## src/size_class_free_list_allocator_defines.svh

```systemverilog
// ----------------------------------------------------------------------------
// Size-class free-list allocator: assertion macros
// Shared concurrent assertion forms used by the allocator RTL.
// ----------------------------------------------------------------------------
`ifndef SIZE_CLASS_FREE_LIST_ALLOCATOR_DEFINES_SVH
`define SIZE_CLASS_FREE_LIST_ALLOCATOR_DEFINES_SVH

// Consequent must hold in the same cycle as the antecedent.
`define SCFLA_ASSERT_SAME(lbl, clk, rst_n, ante, cons, msg) \
    lbl: assert property (@(posedge clk) disable iff (!rst_n) (ante) |-> (cons)) \
        else $error(msg);

// Consequent must hold in the cycle after the antecedent.
`define SCFLA_ASSERT_NEXT(lbl, clk, rst_n, ante, cons, msg) \
    lbl: assert property (@(posedge clk) disable iff (!rst_n) (ante) |=> (cons)) \
        else $error(msg);

`endif

```

## src/scfla_pkg.sv

```systemverilog
// ----------------------------------------------------------------------------
// Size-class free-list allocator package
// Geometry constants, beat types, codes and control structures.
// ----------------------------------------------------------------------------
package scfla_pkg;

    // Pool geometry.
    localparam int POOL_BYTES      = 4096;
    localparam int MIN_CLASS_BYTES = 8;
    localparam int POOL_SHIFT      = $clog2(POOL_BYTES);
    localparam int MIN_SHIFT       = $clog2(MIN_CLASS_BYTES);
    localparam int NUM_CLASSES     = POOL_SHIFT - MIN_SHIFT;
    localparam int CLASS_W         = $clog2(NUM_CLASSES);
    localparam int MAX_SLOTS       = POOL_BYTES / MIN_CLASS_BYTES;
    localparam int SLOT_W          = $clog2(MAX_SLOTS);
    localparam int COUNT_W         = SLOT_W + 1;
    localparam int LINK_DEPTH      = 2 * MAX_SLOTS - 2;
    localparam int LINK_AW         = $clog2(LINK_DEPTH);
    localparam int BASE_W          = LINK_AW + 1;
    localparam int LINK_W          = SLOT_W + 1;

    // Field widths.
    localparam int SIZE_W          = 16;
    localparam int ADDR_W          = 16;
    localparam int CLASS_BYTES_W   = 12;

    // Request function codes.
    localparam logic FUNC_ALLOC = 1'b0;
    localparam logic FUNC_FREE  = 1'b1;

    typedef enum logic [1:0] {
        ST_OK        = 2'd0,
        ST_OVERSIZE  = 2'd1,
        ST_BAD_SIZE  = 2'd2,
        ST_EXHAUSTED = 2'd3
    } t_status;

    typedef struct packed {
        logic                func;
        logic [SIZE_W-1:0]   request_size;
        logic [ADDR_W-1:0]   address;
    } t_in_item;

    typedef struct packed {
        t_status                    status;
        logic [ADDR_W-1:0]          block_address;
        logic [CLASS_BYTES_W-1:0]   class_bytes;
    } t_out_item;

    // Controller state.
    typedef enum logic [1:0] {
        S_IDLE,
        S_EXEC,
        S_POP
    } t_state;

    // Commands from controller to datapath.
    typedef struct packed {
        logic load;
        logic commit;
        logic pop_rd;
        logic pop_commit;
    } t_ctrl_cmd;

    // Status from datapath to controller.
    typedef struct packed {
        logic is_pop;
        logic out_free;
    } t_dp_status;

endpackage

```

## src/scfla_ctrl.sv

```systemverilog
// ----------------------------------------------------------------------------
// Size-class free-list allocator controller
// Sequences accept, execute and free-list pop for one request at a time.
// ----------------------------------------------------------------------------
module scfla_ctrl (
    input  logic                   i_clk,
    input  logic                   i_rst_n,
    input  logic                   i_in_valid,
    output logic                   o_in_stall,
    input  scfla_pkg::t_dp_status  i_status,
    output scfla_pkg::t_ctrl_cmd   o_cmd
);

    import scfla_pkg::*;

    t_state r_state;
    t_state n_state;

    // State register.
    always_ff @(posedge i_clk) begin
        if (!i_rst_n) begin
            r_state <= S_IDLE;
        end else begin
            r_state <= n_state;
        end
    end

    // Next state and commands.
    always_comb begin
        n_state    = r_state;
        o_cmd      = '0;
        o_in_stall = 1'b1;
        case (r_state)
            S_IDLE: begin
                o_in_stall = 1'b0;
                if (i_in_valid) begin
                    o_cmd.load = 1'b1;
                    n_state    = S_EXEC;
                end
            end
            S_EXEC: begin
                // Wait until the output register can take the result beat.
                if (i_status.out_free) begin
                    if (i_status.is_pop) begin
                        o_cmd.pop_rd = 1'b1;
                        n_state      = S_POP;
                    end else begin
                        o_cmd.commit = 1'b1;
                        n_state      = S_IDLE;
                    end
                end
            end
            S_POP: begin
                o_cmd.pop_commit = 1'b1;
                n_state          = S_IDLE;
            end
            default: begin
                n_state = S_IDLE;
            end
        endcase
    end

endmodule

```

## config.mk

```make
export PLATFORM = sky130hd
export DESIGN_NAME = scfla_ctrl
export DESIGN_NICKNAME = d
export VERILOG_FILES = /design/src/size_class_free_list_allocator_defines.svh /design/src/scfla_pkg.sv /design/src/scfla_ctrl.sv
export SDC_FILE = /design/constraint.sdc
export NUM_CORES = 1
export LEC_CHECK = 0
export ABC_AREA = 1
export BUFFER_PORTS_ARGS = -buffer_cell sky130_fd_sc_hd__buf_2
export CAP_MARGIN = 20
export CORE_AREA = 2 2 39 41
export CTS_CLUSTER_DIAMETER = 30
export DETAILED_ROUTE_END_ITERATION = 8
export DIE_AREA = 0 0 41 43
export PLACE_DENSITY = 0.35
export REMOVE_ABC_BUFFERS = 1
export SYNTH_ARGS = -nofsm -noshare
export SYNTH_HDL_FRONTEND = slang
export SYNTH_SLANG_ARGS = --single-unit
export TNS_END_PERCENT = 50
```

## constraint.sdc

```tcl
create_clock -name i_clk -period 0.8 [get_ports i_clk]
set_clock_uncertainty 0.05 [all_clocks]
set_input_delay 0.24 -clock i_clk [delete_from_list [all_inputs] [get_ports i_clk]]
set_output_delay 0.24 -clock i_clk [all_outputs]
set_load 0.02 [all_outputs]
```

After elaboration in Yosys (flattened, before gate mapping)
Index checks and enable logic that the tools add are counted.
{ "classes": {"n_reduce_logical": 2, "eq_ne": 4, "mux": 12} }
{ "op_table": {"columns": ["operator", "count"], "rows": [
  ["$mux 2", 5],
  ["$mux 1", 6],
  ["$ne 2x2->1 const B", 2],
  ["$pmux 2 s2", 1],
  ["$eq 2x1->1 const B", 1],
  ["$eq 2x2->1 const B", 1],
  ["$logic_not 2->1", 1],
  ["$reduce_and 2->1", 1]
]} }
{ "totals": {"reg_bits": 2, "wordCells": 19} }

Longest topological paths before layout
{ "depth": {"ltp_word": 3, "depth_mapped": 3, "mapped_depth_nobuf": 3} }

Worst setup path after synthesis
OpenSTA, ideal clock, no wires.
{ "synth_path": {"path_kind": "register to output", "start": "reg r_state[1]", "end": "out o_cmd[2] (netlist name)", "arrival_time_ns": 0.908, "required_ns": 0.510, "path_buffers": 0, "slack_ns": -0.398, "stages_incl_launch_ff": 4, "cell_sequence": "dfxtp_1 > inv_1 > nand2_1 > nor3_1"} }
{ "synth_rtl": {"columns": ["item", "line_no", "text"], "rows": [
  ["start: declaration", "scfla_ctrl.sv:16", "t_state r_state;"],
  ["start signal: assignment", "scfla_ctrl.sv:24", "r_state <= n_state;"],
  ["end: declaration", "scfla_ctrl.sv:11", "output scfla_pkg::t_ctrl_cmd o_cmd"]
]} }

==> flow_summary.rst <==
.. list-table::
   :header-rows: 1

   * - Metric
     - Value
   * - Status
     - complete, but fails checks
   * - Violations in the final reports
     - negative setup slack
   * - IO Count
     - 10
   * - Power per unit of standard cell area
     - 1500 nW/um2
   * - Reg with most FFs
     - r_state
   * - Share of flip-flops with an asynchronous set or reset after synthesis
     - 0%
   * - Top achievable clock speed
     - 815 MHz
   * - Clock input transition at the sequential cells of the worst setup and hold paths
     - 0.03 ns
   * - Worst endpoint data arrival time
     - 0.94 ns
   * - Endpoint type of the worst setup path
     - primary output
   * - Pin count of the biggest net entering global routing
     - 4
   * - Global-route wire length before repair
     - 579 um
   * - Initial antenna violation count
     - 0
   * - Die span in x
     - 41 um
   * - Req. time, crit path
     - 0.51 ns
   * - Most area-hungry cell type in the Yosys netlist
     - dfxtp_1
   * - Clock tree from TritonCTS
     - done
   * - Top-count cell post-synth
     - inv_1
   * - Number of setup violations in the final report
     - 6
   * - Die extent in y
     - 43 um
   * - Depth of the CTS H-tree
     - 1
   * - Starting utilization of the core area
     - 7.78%
   * - Count of mapped cells out of synthesis
     - 17
   * - Number of filler instances in the final layout
     - 162
   * - Share of the synthesized area in the top cell type
     - 37.2%
   * - Clock sinks
     - 2
   * - Count of antenna diodes in the layout
     - 0
   * - Worst setup slack after layout
     - -0.427 ns
   * - Clk buf depth
     - 2
   * - Worst rel slew slack
     - 90.7%
   * - Slowest CP cell
     - dfxtp_2
   * - Vias
     - 170
   * - Flip-flop count of the largest register, all copies and words added
     - 2
   * - RSZ-0062 raised after global routing
     - true
   * - Critical Path Fanout Max
     - 3
   * - Via count of the first global-routing pass
     - 152
   * - Post-synth design cell area
     - 108 um2
   * - Setup Slack @ Placement
     - -0.273 ns
   * - Layout net count
     - 44
   * - Slew Limit Fails
     - 0
   * - Total congestion overflow
     - 0
   * - Later-pin clock latency in the skew report
     - 0.22 ns
   * - Number of CTS-inserted buffers
     - 3
   * - Type of the most critical hold path
     - in -> reg
   * - Area of the die
     - 1760 um2
   * - Unique cell type count in the Yosys netlist
     - 8
   * - Dominant register cell in the synthesized netlist
     - dfxtp_1
   * - Synth-to-layout area growth
     - 178%
   * - Weighted congestion reported at the end of routability-driven placement
     - 0.654
   * - Hold violation total from the final report
     - 0
   * - Post-detailed-routing wire length
     - 357 um
   * - Gr usage total
     - 5.81%
   * - Leading post-synthesis cells by instance count
     - 5 x inv_1, 3 x nand2_1, 2 x dfxtp_1, 2 x nor2_1, 2 x nor3_1
   * - Leak
     - 0.159 nW
   * - Vias per cell
     - 3.21
   * - Count of port buffers added during placement
     - 9
   * - Top cells by area in the synthesized netlist
     - dfxtp_1 37%, inv_1 17%, nand2_1 10%
   * - Worst path cell trace
     - inv_2, nand2_4, nor3_2, buf_4
   * - Clock period minus final worst setup slack
     - 1.23 ns
   * - Layout cells sized above 1
     - 78.4%
   * - Violation count after the first detailed-route iteration
     - 0
   * - Number of max-capacitance violations reported
     - 0
   * - Clock tree root buffer cell
     - clkbuf_4
   * - Floorplan core area
     - 1380 um2
   * - Number of enable-type register cells in the synthesized netlist
     - 0
   * - Post-synthesis sequential area ratio
     - 37.2%
   * - Total iterations of the first detailed-routing run
     - 1
   * - Core Rows
     - 14
   * - Tightest Pin Transition
     - 0.139 ns
   * - Average cell area after synthesis
     - 6.33 um2
   * - Utilization after layout
     - 21.6%
   * - Critical path class
     - reg -> out
   * - Count of state elements after synthesis
     - 2
   * - Category of the worst setup path launch point
     - flip-flop
   * - Largest incremental delay on the critical path
     - 0.31 ns
   * - Detailed-route wire length per cell
     - 6.74 um
   * - Final worst hold slack
     - 0.223 ns
   * - Ys Warns
     - 0
   * - Registers with the most flip-flops
     - r_state x2
   * - Number of routed nets with antenna violations
     - 0
   * - Remaining DRCs
     - 0
   * - Largest vdd supply drop
     - 0.597 mV
   * - Period Utilization, post-route
     - 153%
[layout by cell type (no fill, tap or decap)]
cell type  instances
nor3_1             1
inv_2              1
nor2_1             1
nor3_2             1
nor2_2             2
buf_4              9
nand2_4            1
a21oi_2            1
clkbuf_4           3
buf_6              3
dfxtp_2            2
buf_2              5
nand2_1            2
inv_1              4
nand3_2            1
[through the flow]
step                cell area (um2)  setup TNS (ns)  instances  power, mW
floorplan                       108          -0.916         17      0.152
global placement                210           -1.04         47      0.198
detailed placement              210           -1.02         47      0.199
CTS                             275           -2.18         52      0.456
global route                    299           -2.51         53      0.501
finish                          299           -2.13         53      0.448
[repair_timing]
action | 4_1_cts | 5_1_grt
hold buffers | 0 | 0
setup buffers | 2 | 1
endpoints found under the setup margin | 6 | 6
pin swaps | 3 | 1
resized for setup | 11 | 4
[routing by layer]
| layer | vias to the layer above | part of all wire, % | global-route usage [%] | routed length [um] |
|---|---|---|---|---|
| met5 | - | 0 | 0 | 0 |
| met4 | 0 | 0 | 8.00 | 0 |
| met3 | 0 | 12 | 5.24 | 42 |
| met2 | 8 | 47 | 6.25 | 168 |
| met1 | 71 | 41 | 5.11 | 146 |
| li1 | 91 | - | - | - |
[path summary, 6_finish.rpt]
kind	start	end	slack, ns	depth (start not counted)
max	r_state[1]	o_cmd[2]	-0.43	4
min	i_rst_n	r_state[0]	0.22	3
min reg2reg	r_state[0]	r_state[1]	0.45	2
max reg2reg	r_state[1]	r_state[0]	-0.21	6
[cell type report]
class / count / area [um2] / share of cell area, %
Inverter: 5 / 18.8 / 6.28
Multi-Input combinational cell: 10 / 68.8 / 23.0
Timing Repair Buffer: 17 / 126 / 42.3
Clock buffer: 3 / 22.5 / 7.53
Tap cell: 16 / 20.0 / 6.69
Sequential cell: 2 / 42.5 / 14.2
[power breakdown]
part	leakage [nW]	switching, mW	internal (mW)
clock network	0.0138	0.0539	0.165
registers	0.0172	0.00619	0.107
logic	0.128	0.0537	0.0621
total	0.159	0.114	0.334
[kinds of logic (layout without fill, tap and decap cells)]
family / after synthesis / in the layout / share of synthesized area, %
and+or+nand+nor: 9 / 9 / 37.2
buffers and inverters: 5 / 25 / 17.4
DFF: 2 / 2 / 37.2
AOI/OAI and AO/OA: 1 / 1 / 8.14
[critical path: cells and delay by family, from the launching register on]
| family | cells | cell delay, ns |
|---|---|---|
| buffers and inverters | 2 | 0.24 |
| DFF | 1 | 0.31 |
| and+or+nand+nor | 2 | 0.16 |
Note: power is estimated with default switching activity, not from simulation.
